$ cat src/hdl/bsr_pkg.sv
// Shared types, constants and helpers for the byte stream reassembler.
package bsr_pkg;

  localparam int DEF_RING_DEPTH = 32;
  localparam int MAX_RESULTS    = 32;
  localparam int RUN_W          = $clog2(MAX_RESULTS);
  localparam int IDX_W          = 64;
  localparam int BYTE_W         = 8;
  localparam int ROOM_IN_W      = 6;
  localparam int ROOM_W         = 7;
  localparam int PEND_W         = 6;
  localparam int PEND_MAX       = 63;

  // Classified item handed from the front to the back through the queue
  typedef struct packed {
    logic [IDX_W-1:0]  byte_index;
    logic [BYTE_W-1:0] byte_value;
    logic              has_byte;
    logic              segment_end;
    logic              stream_end;
    logic [ROOM_W-1:0] room;       // clamped to the ring depth
    logic [IDX_W-1:0]  end_index;  // candidate end-of-stream index
  } bsr_item_t;

  typedef enum logic [1:0] {
    BK_IDLE,
    BK_READ,
    BK_EMIT
  } bsr_state_t;

  function automatic logic [PEND_W-1:0] pend_sat(input int unsigned p);
    logic [PEND_W-1:0] r;
    if (p > PEND_MAX) r = PEND_W'(PEND_MAX);
    else r = PEND_W'(p);
    return r;
  endfunction

endpackage

$ cat src/hdl/bsr_ram.sv
// Generic single-write, single-read RAM with registered read data.
module bsr_ram #(
  parameter int WIDTH = 8,
  parameter int DEPTH = 32
) (
  input  logic                     clk,
  input  logic                     we,
  input  logic [$clog2(DEPTH)-1:0] waddr,
  input  logic [WIDTH-1:0]         wdata,
  input  logic [$clog2(DEPTH)-1:0] raddr,
  output logic [WIDTH-1:0]         rdata
);

  logic [WIDTH-1:0] mem_r [DEPTH];
  logic [WIDTH-1:0] rdata_r;

  always_ff @(posedge clk) begin
    if (we) begin
      mem_r[waddr] <= wdata;
    end
    rdata_r <= mem_r[raddr];
  end

  assign rdata = rdata_r;

endmodule

$ cat src/hdl/bsr_front.sv
// Front end: accepts input transactions, classifies them and queues them for the back end.
module bsr_front #(
  parameter int RING_DEPTH = bsr_pkg::DEF_RING_DEPTH
) (
  input  logic                            clk,
  input  logic                            rst_n,
  input  logic                            in_valid,
  output logic                            in_stall,
  input  logic [bsr_pkg::IDX_W-1:0]       in_byte_index,
  input  logic [bsr_pkg::BYTE_W-1:0]      in_byte_value,
  input  logic                            in_has_byte,
  input  logic                            in_segment_end,
  input  logic                            in_stream_end,
  input  logic [bsr_pkg::ROOM_IN_W-1:0]   in_window_room,
  output logic                            q_valid,
  output bsr_pkg::bsr_item_t              q_item,
  input  logic                            q_pop
);
  import bsr_pkg::*;

  bsr_item_t   mem_r [2];
  logic        wr_ptr_r, wr_ptr_nxt;
  logic        rd_ptr_r, rd_ptr_nxt;
  logic [1:0]  cnt_r, cnt_nxt;
  logic        push;
  bsr_item_t   item;
  logic [ROOM_W-1:0] room_ext;

  assign in_stall = (cnt_r == 2'd2);
  assign push     = in_valid && !in_stall;
  assign q_valid  = (cnt_r != 2'd0);
  assign q_item   = mem_r[rd_ptr_r];

  always_comb begin
    room_ext         = {1'b0, in_window_room};
    item.byte_index  = in_byte_index;
    item.byte_value  = in_byte_value;
    item.has_byte    = in_has_byte;
    item.segment_end = in_segment_end;
    item.stream_end  = in_stream_end;
    item.room        = (room_ext > ROOM_W'(RING_DEPTH)) ? ROOM_W'(RING_DEPTH) : room_ext;
    item.end_index   = in_byte_index + IDX_W'(in_has_byte);
  end

  always_comb begin
    wr_ptr_nxt = wr_ptr_r ^ push;
    rd_ptr_nxt = rd_ptr_r ^ (q_pop && q_valid);
    cnt_nxt    = cnt_r + 2'(push) - 2'(q_pop && q_valid);
  end

  always_ff @(posedge clk) begin
    if (!rst_n) begin
      wr_ptr_r <= 1'b0;
      rd_ptr_r <= 1'b0;
      cnt_r    <= 2'd0;
    end else begin
      wr_ptr_r <= wr_ptr_nxt;
      rd_ptr_r <= rd_ptr_nxt;
      cnt_r    <= cnt_nxt;
    end
  end

  always_ff @(posedge clk) begin
    if (push) begin
      mem_r[wr_ptr_r] <= item;
    end
  end

  a_cnt_bound: assert property (@(posedge clk) disable iff (!rst_n)
    cnt_r <= 2'd2) else $error("queue count out of range");

  a_no_pop_empty: assert property (@(posedge clk) disable iff (!rst_n)
    (cnt_r == 2'd0) |=> (cnt_r == 2'd0) || (cnt_r == 2'd1))
    else $error("queue grew by more than one entry");

endmodule

$ cat src/hdl/bsr_back.sv
// Back end: stores bytes in the ring, drains the in-order run and drives the result register.
module bsr_back #(
  parameter int RING_DEPTH = bsr_pkg::DEF_RING_DEPTH
) (
  input  logic                               clk,
  input  logic                               rst_n,
  input  logic                               q_valid,
  input  bsr_pkg::bsr_item_t                 q_item,
  output logic                               q_pop,
  output logic                               ram_we,
  output logic [$clog2(RING_DEPTH)-1:0]      ram_waddr,
  output logic [bsr_pkg::BYTE_W-1:0]         ram_wdata,
  output logic [$clog2(RING_DEPTH)-1:0]      ram_raddr,
  input  logic [bsr_pkg::BYTE_W-1:0]         ram_rdata,
  output logic                               out_valid,
  input  logic                               out_stall,
  output logic [bsr_pkg::BYTE_W-1:0]         out_out_byte,
  output logic                               out_out_valid,
  output logic                               out_run_last,
  output logic                               out_stream_closed,
  output logic [bsr_pkg::PEND_W-1:0]         out_pending_bytes
);
  import bsr_pkg::*;

  localparam int SLOT_W = $clog2(RING_DEPTH);
  localparam int SUM_W  = SLOT_W + 1;
  localparam int CNT_W  = $clog2(RING_DEPTH + 1);

  bsr_state_t              state_r, state_nxt;
  logic [IDX_W-1:0]        ne_r, ne_nxt;
  logic [SLOT_W-1:0]       ne_slot_r, ne_slot_nxt;
  logic [CNT_W-1:0]        pend_r, pend_nxt;
  logic [IDX_W-1:0]        end_idx_r, end_idx_nxt;
  logic                    end_known_r, end_known_nxt;
  logic                    closed_r, closed_nxt;
  logic [RING_DEPTH-1:0]   valid_r, valid_nxt;
  logic [RUN_W-1:0]        n_r, n_nxt;

  logic                    out_valid_r, out_valid_nxt;
  logic [BYTE_W-1:0]       out_byte_r, out_byte_nxt;
  logic                    out_bval_r, out_bval_nxt;
  logic                    out_last_r, out_last_nxt;
  logic                    out_closed_r, out_closed_nxt;
  logic [PEND_W-1:0]       out_pend_r, out_pend_nxt;

  logic [IDX_W-1:0]        diff;
  logic                    in_win;
  logic [SUM_W-1:0]        slot_sum;
  logic [SLOT_W-1:0]       wslot;
  logic [SLOT_W-1:0]       inc_slot;
  logic [IDX_W-1:0]        ne_inc;
  logic [CNT_W-1:0]        pend_dec;
  logic                    out_free;
  logic                    last;
  logic                    closed_fin;

  assign ram_raddr = ne_slot_r;
  assign ram_waddr = wslot;
  assign ram_wdata = q_item.byte_value;

  always_comb begin
    state_nxt      = state_r;
    ne_nxt         = ne_r;
    ne_slot_nxt    = ne_slot_r;
    pend_nxt       = pend_r;
    end_idx_nxt    = end_idx_r;
    end_known_nxt  = end_known_r;
    closed_nxt     = closed_r;
    valid_nxt      = valid_r;
    n_nxt          = n_r;
    out_free       = !out_valid_r || !out_stall;
    out_valid_nxt  = out_valid_r && out_stall;
    out_byte_nxt   = out_byte_r;
    out_bval_nxt   = out_bval_r;
    out_last_nxt   = out_last_r;
    out_closed_nxt = out_closed_r;
    out_pend_nxt   = out_pend_r;
    q_pop          = 1'b0;
    ram_we         = 1'b0;
    last           = 1'b0;
    closed_fin     = closed_r;

    // Window test and slot of the incoming byte, relative to the ring head
    diff     = q_item.byte_index - ne_r;
    in_win   = q_item.has_byte && (q_item.byte_index >= ne_r) &&
               (diff < IDX_W'(q_item.room));
    slot_sum = {1'b0, ne_slot_r} + {1'b0, diff[SLOT_W-1:0]};
    wslot    = (slot_sum >= SUM_W'(RING_DEPTH)) ?
               SLOT_W'(slot_sum - SUM_W'(RING_DEPTH)) : slot_sum[SLOT_W-1:0];
    inc_slot = (ne_slot_r == SLOT_W'(RING_DEPTH - 1)) ? '0 : ne_slot_r + 1'b1;
    ne_inc   = ne_r + 1'b1;
    pend_dec = pend_r - 1'b1;

    unique case (state_r)
      BK_IDLE: begin
        if (q_valid) begin
          q_pop = 1'b1;
          if (in_win) begin
            ram_we           = 1'b1;
            valid_nxt[wslot] = 1'b1;
            if (!valid_r[wslot]) begin
              pend_nxt = pend_r + 1'b1;
            end
          end
          if (q_item.segment_end) begin
            if (q_item.stream_end) begin
              end_known_nxt = 1'b1;
              end_idx_nxt   = q_item.end_index;
            end
            n_nxt     = '0;
            state_nxt = BK_READ;
          end
        end
      end
      BK_READ: begin
        // RAM address is the head slot; data is ready next cycle
        state_nxt = BK_EMIT;
      end
      BK_EMIT: begin
        if (out_free) begin
          if (valid_r[ne_slot_r]) begin
            last       = !valid_r[inc_slot] || (n_r == RUN_W'(MAX_RESULTS - 1));
            closed_fin = closed_r || (end_known_r && (ne_inc == end_idx_r));
            valid_nxt[ne_slot_r] = 1'b0;
            pend_nxt       = pend_dec;
            ne_nxt         = ne_inc;
            ne_slot_nxt    = inc_slot;
            n_nxt          = n_r + 1'b1;
            out_valid_nxt  = 1'b1;
            out_byte_nxt   = ram_rdata;
            out_bval_nxt   = 1'b1;
            out_last_nxt   = last;
            out_closed_nxt = last ? closed_fin : closed_r;
            out_pend_nxt   = pend_sat(32'(pend_dec));
            if (last) begin
              closed_nxt = closed_fin;
              state_nxt  = BK_IDLE;
            end else begin
              state_nxt  = BK_READ;
            end
          end else begin
            // nothing to deliver: one empty result
            closed_fin     = closed_r || (end_known_r && (ne_r == end_idx_r));
            closed_nxt     = closed_fin;
            out_valid_nxt  = 1'b1;
            out_byte_nxt   = '0;
            out_bval_nxt   = 1'b0;
            out_last_nxt   = 1'b1;
            out_closed_nxt = closed_fin;
            out_pend_nxt   = pend_sat(32'(pend_r));
            state_nxt      = BK_IDLE;
          end
        end
      end
      default: state_nxt = BK_IDLE;
    endcase
  end

  always_ff @(posedge clk) begin
    if (!rst_n) begin
      state_r     <= BK_IDLE;
      ne_r        <= '0;
      ne_slot_r   <= '0;
      pend_r      <= '0;
      end_idx_r   <= '0;
      end_known_r <= 1'b0;
      closed_r    <= 1'b0;
      valid_r     <= '0;
      n_r         <= '0;
      out_valid_r <= 1'b0;
    end else begin
      state_r     <= state_nxt;
      ne_r        <= ne_nxt;
      ne_slot_r   <= ne_slot_nxt;
      pend_r      <= pend_nxt;
      end_idx_r   <= end_idx_nxt;
      end_known_r <= end_known_nxt;
      closed_r    <= closed_nxt;
      valid_r     <= valid_nxt;
      n_r         <= n_nxt;
      out_valid_r <= out_valid_nxt;
    end
  end

  always_ff @(posedge clk) begin
    out_byte_r   <= out_byte_nxt;
    out_bval_r   <= out_bval_nxt;
    out_last_r   <= out_last_nxt;
    out_closed_r <= out_closed_nxt;
    out_pend_r   <= out_pend_nxt;
  end

  assign out_valid         = out_valid_r;
  assign out_out_byte      = out_byte_r;
  assign out_out_valid     = out_bval_r;
  assign out_run_last      = out_last_r;
  assign out_stream_closed = out_closed_r;
  assign out_pending_bytes = out_pend_r;

  a_pend_matches_tags: assert property (@(posedge clk) disable iff (!rst_n)
    $countones(valid_r) == int'(pend_r)) else $error("pending count disagrees with tags");

  a_closed_sticky: assert property (@(posedge clk) disable iff (!rst_n)
    closed_r |=> closed_r) else $error("closed flag dropped");

  a_head_slot_range: assert property (@(posedge clk) disable iff (!rst_n)
    ne_slot_r <= SLOT_W'(RING_DEPTH - 1)) else $error("head slot out of range");

  a_no_pop_while_draining: assert property (@(posedge clk) disable iff (!rst_n)
    (state_r != BK_IDLE) |-> !q_pop) else $error("queue popped during drain");

endmodule

$ cat src/hdl/byte_stream_reassembler_top.sv
// Top level of the byte stream reassembler: front queue, back end and slot RAM.
// Back end: takes one item per cycle while idle; a segment end then drains the in-order
// run (registered slot RAM read, then result), or gives one empty result if none drains.
// A byte passes the front queue, the idle, read and emit states and the result register.
// No item is popped while a run drains; the drain waits while the output is stalled.
// Reset is synchronous, active low; slot tags clear together at reset, no clearing pass.
module byte_stream_reassembler_top #(
  parameter int RING_DEPTH = bsr_pkg::DEF_RING_DEPTH
) (
  input  logic                            clk,
  input  logic                            rst_n,
  input  logic                            in_valid,
  output logic                            in_stall,
  input  logic [bsr_pkg::IDX_W-1:0]       in_byte_index,
  input  logic [bsr_pkg::BYTE_W-1:0]      in_byte_value,
  input  logic                            in_has_byte,
  input  logic                            in_segment_end,
  input  logic                            in_stream_end,
  input  logic [bsr_pkg::ROOM_IN_W-1:0]   in_window_room,
  output logic                            out_valid,
  input  logic                            out_stall,
  output logic [bsr_pkg::BYTE_W-1:0]      out_out_byte,
  output logic                            out_out_valid,
  output logic                            out_run_last,
  output logic                            out_stream_closed,
  output logic [bsr_pkg::PEND_W-1:0]      out_pending_bytes
);
  import bsr_pkg::*;

  localparam int SLOT_W = $clog2(RING_DEPTH);

  logic              q_valid;
  bsr_item_t         q_item;
  logic              q_pop;
  logic              ram_we;
  logic [SLOT_W-1:0] ram_waddr;
  logic [BYTE_W-1:0] ram_wdata;
  logic [SLOT_W-1:0] ram_raddr;
  logic [BYTE_W-1:0] ram_rdata;

  bsr_front #(.RING_DEPTH(RING_DEPTH)) u_front (
    .clk            (clk),
    .rst_n          (rst_n),
    .in_valid       (in_valid),
    .in_stall       (in_stall),
    .in_byte_index  (in_byte_index),
    .in_byte_value  (in_byte_value),
    .in_has_byte    (in_has_byte),
    .in_segment_end (in_segment_end),
    .in_stream_end  (in_stream_end),
    .in_window_room (in_window_room),
    .q_valid        (q_valid),
    .q_item         (q_item),
    .q_pop          (q_pop)
  );

  bsr_ram #(.WIDTH(BYTE_W), .DEPTH(RING_DEPTH)) u_slot_ram (
    .clk   (clk),
    .we    (ram_we),
    .waddr (ram_waddr),
    .wdata (ram_wdata),
    .raddr (ram_raddr),
    .rdata (ram_rdata)
  );

  bsr_back #(.RING_DEPTH(RING_DEPTH)) u_back (
    .clk               (clk),
    .rst_n             (rst_n),
    .q_valid           (q_valid),
    .q_item            (q_item),
    .q_pop             (q_pop),
    .ram_we            (ram_we),
    .ram_waddr         (ram_waddr),
    .ram_wdata         (ram_wdata),
    .ram_raddr         (ram_raddr),
    .ram_rdata         (ram_rdata),
    .out_valid         (out_valid),
    .out_stall         (out_stall),
    .out_out_byte      (out_out_byte),
    .out_out_valid     (out_out_valid),
    .out_run_last      (out_run_last),
    .out_stream_closed (out_stream_closed),
    .out_pending_bytes (out_pending_bytes)
  );

endmodule

$ cat config.mk
export PLATFORM = sky130hd
export DESIGN_NAME = byte_stream_reassembler_top
export DESIGN_NICKNAME = d
export VERILOG_FILES = /design/src/hdl/bsr_pkg.sv /design/src/hdl/bsr_ram.sv /design/src/hdl/bsr_front.sv /design/src/hdl/bsr_back.sv /design/src/hdl/byte_stream_reassembler_top.sv
export SDC_FILE = /design/constraint.sdc
export NUM_CORES = 1
export LEC_CHECK = 0
export BUFFER_PORTS_ARGS = -buffer_cell sky130_fd_sc_hd__buf_2
export CAP_MARGIN = 10
export CORE_MARGIN = 3
export CORE_UTILIZATION = 54
export DETAILED_ROUTE_END_ITERATION = 6
export PLACE_DENSITY = 0.7
export SYNTH_ARGS = -nofsm -noshare
export SYNTH_HDL_FRONTEND = slang
export SYNTH_SLANG_ARGS = --single-unit
export TNS_END_PERCENT = 20
$ cat constraint.sdc
create_clock -name clk -period 11.7 [get_ports clk]
set_clock_uncertainty 0.15 [all_clocks]
set_input_delay 1.17 -clock clk [delete_from_list [all_inputs] [get_ports clk]]
set_output_delay 1.17 -clock clk [all_outputs]
set_load 0.01 [all_outputs]
==> impl_metrics.tcl <==
set metrics [dict create \
    status "finished, final reports clean" \
    grt_pass1_vias 27400 \
    synthFlopType "edfxtp_1" \
    dp_hpwl_um 85300 \
    slew-limit-headroom 0.0978 \
    ir_drop_v 0.000219 \
    wl_per_cell_um 26.9 \
    worstSetupStartpointType "flop" \
    period_share 0.654 \
    synth_area_um2 38600 \
    total_power_w 0.00864 \
    yosysSeqAreaShare 0.539 \
    numCtsBuffers 79 \
    die_area_um2 74700 \
    setup_viol 0 \
    worstPathRequired_ns 11.85 \
    rsz0062_at_grt "false" \
    holdBufCountCts 0 \
    area_growth_pct 10.9 \
    cts.sinks 757 \
    wl_um 118000 \
    final_cell_mix "edfxtp_1, nand2_1, dfxtp_1, xnor2_1, nor2_1" \
    drtPass1Iterations 6 \
    fmaxAchievable_ghz 0.131 \
    route.detailed.drc 0 \
    io_pins 104 \
    finalMaxSlewViolations 0 \
    cp_max_fo 71 \
    use_met2 0.484 \
    grtUsageMet3 0.0647 \
    die_h_um 273 \
    core_area_um2 70400 \
    postCtsSetupBuffers 0 \
    crit_type "flop to flop" \
    arrival_ns 7.80 \
    grt_antenna_before_repair 3 \
    overflow 0 \
    root_buffer "clkbuf_16" \
    grt_pass1_wl_um 174000 \
    cts.clk_slew.worst_paths_ns 0.06 \
    cap_violations 0 \
    initial_core_util 0.548 \
    rows 97 \
    antenna_left 0 \
    clockBufferDepth 3 \
    hold_slack_ns 0.358 \
    period_needed_ns 7.65 \
    clkLatencyLatePin_ns 0.67 \
    grt.total_usage 0.311 \
    nets 3529 \
    use_met1 0.422 \
    cellLeakagePower_nw 14.8 \
    multi_input_area_um2 16800 \
    cts_resized 0 \
    h-tree-depth 3 \
    seqCellArea_um2 20800 \
    ys_warn_count 0 \
    p_per_area_nw_per_um2 202 \
    cts_tree "done" \
    layout_commonest_cell "edfxtp_1" \
    syn_inst 3302 \
    min_path_type "flop to flop" \
    synth-edff-count 563 \
    grt_max_degree 104 \
    synthArstFlopShare 0 \
    num_vias 28400 \
    tns_ns 0 \
    fillers 5615 \
    die_w_um 273 \
    busiest_layer "met2" \
    dr.first_iter.drc_count 3384 \
    worstMarginPinSlew_ns 1.34 \
    ys_types 81 \
    drive_above_1_share 0.137 \
    synth_fp_nets 3478 \
    io_buffers 103 \
    avgSynthCellArea_um2 11.7 \
    gp_congestion 1.03 \
    worstHoldStart "u_back.n_r[1]$_SDFFE_PN0P_" \
    finalHoldViolCount 0 \
    ys_ff_latch 757 \
    avgViaCountPerCell 6.50 \
    end_kind "flop" \
]
## critical path, cell delays in order (launching register included)
cell,delay [ns]
dfxtp_4,0.54
buf_12,0.36
mux2_2,0.43
ha_1,0.71
a21oi_1,0.21
o21ai_1,0.47
a211oi_1,0.31
o211ai_1,0.31
nand3b_1,0.11
or4_1,0.51
or4b_1,0.54
nor4_1,0.51
nand4_1,0.23
nor4_2,0.48
or3b_1,0.40
buf_4,0.25
nor2_1,0.55
## path summary, 6_finish.rpt
kind	endpoint	cells after the start	slack (ns)
max	u_slot_ram.mem_r[10][7]$_DFFE_PP_	16	4.05
min	u_back.n_r[1]$_SDFFE_PN0P_	2	0.36
min reg2reg	u_back.n_r[1]$_SDFFE_PN0P_	2	0.36
max reg2reg	u_slot_ram.mem_r[10][7]$_DFFE_PP_	16	4.05
## kinds of logic (layout without fill, tap and decap cells)
kind of cell               count (synthesis)  after routing  share of synthesized area
adders and majority gates                 91             91                     0.0299
DFF                                      757            757                      0.539
and+or+nand+nor                         1046           1046                      0.139
other                                      0              2                          0
muxes                                    253            253                     0.0975
AOI/OAI and AO/OA                        620            620                      0.108
xor gates and xnor gates                 265            265                     0.0601
buffers and inverters                    270            388                     0.0273
## stage by stage
step           std cells  utilization  instance area (um2)  worst slack [ns]
2_1_floorplan       3302            -                38600              5.41
3_3_place_gp        4212        0.568                40000              4.23
3_5_place_dp        4212        0.568                40000              4.13
4_1_cts             4360        0.608                42800              4.11
5_1_grt             4360        0.608                42800              3.75
6_report            4362        0.608                42800              4.05
## synth_stat cells, types with 64 or more instances
library cell  instances  area, um2
mux2i_1              90        901
mux4_2               91       2050
clkbuf_1            127        477
ha_1                 89       1110
xnor2_1             190       1660
nand2_1             311       1170
edfxtp_1            563      16900
inv_1                99        372
dfxtp_1             194       3880
nand3_1              98        490
nand4_1              91        569
nor3_1               64        320
mux2_2               72        811
o21ai_0             154        771
o211a_1              68        681
nor2_1              173        649
a21oi_1             120        601
xor2_1               75        657
and2_1               74        463
## power by group
part           total (W)  switching, W  internal (W)
Sequential       0.00333      0.000117       0.00321
Clock            0.00267       0.00109       0.00158
Combinational    0.00264       0.00179      0.000849
## final cells by class
cell class,instances,area share
Multi-Input combinational cell,2275,0.392
Tap cell,940,0.0275
Timing Repair Buffer,141,0.0191
Antenna cell,2,0.000117
Sequential cell,757,0.486
Clock inverter,47,0.0160
Inverter,99,0.00868
Clock buffer,101,0.0505
## registers in the layout, summed over array words and instances, names as in the netlist, named ones only
name and count:
u_back.end_idx_r 64, u_back.out_run_last 1, u_back.state_r 2, u_back.out_pending_bytes 6, u_back.out_out_byte 8, u_front.rd_ptr_r 1
u_front.cnt_r 2, u_slot_ram.mem_r 256, u_front.mem_r 290, u_back.pend_r 6, u_back.n_r 5, u_back.ne_r 64
u_back.valid_r 32, u_back.closed_r 1, u_back.out_stream_closed 1, u_front.wr_ptr_r 1, u_back.end_known_r 1, u_slot_ram.rdata 8
u_back.out_out_valid 1, u_back.ram_raddr 5, u_back.out_valid 1
## layer usage
layer / wire length [um] / up-vias
met2: 53600 / 1431
li1: - / 12600
met3: 10200 / 279
met1: 47800 / 14100
met5: 55 / -
met4: 5930 / 8
(Power assumes the default switching activity.)
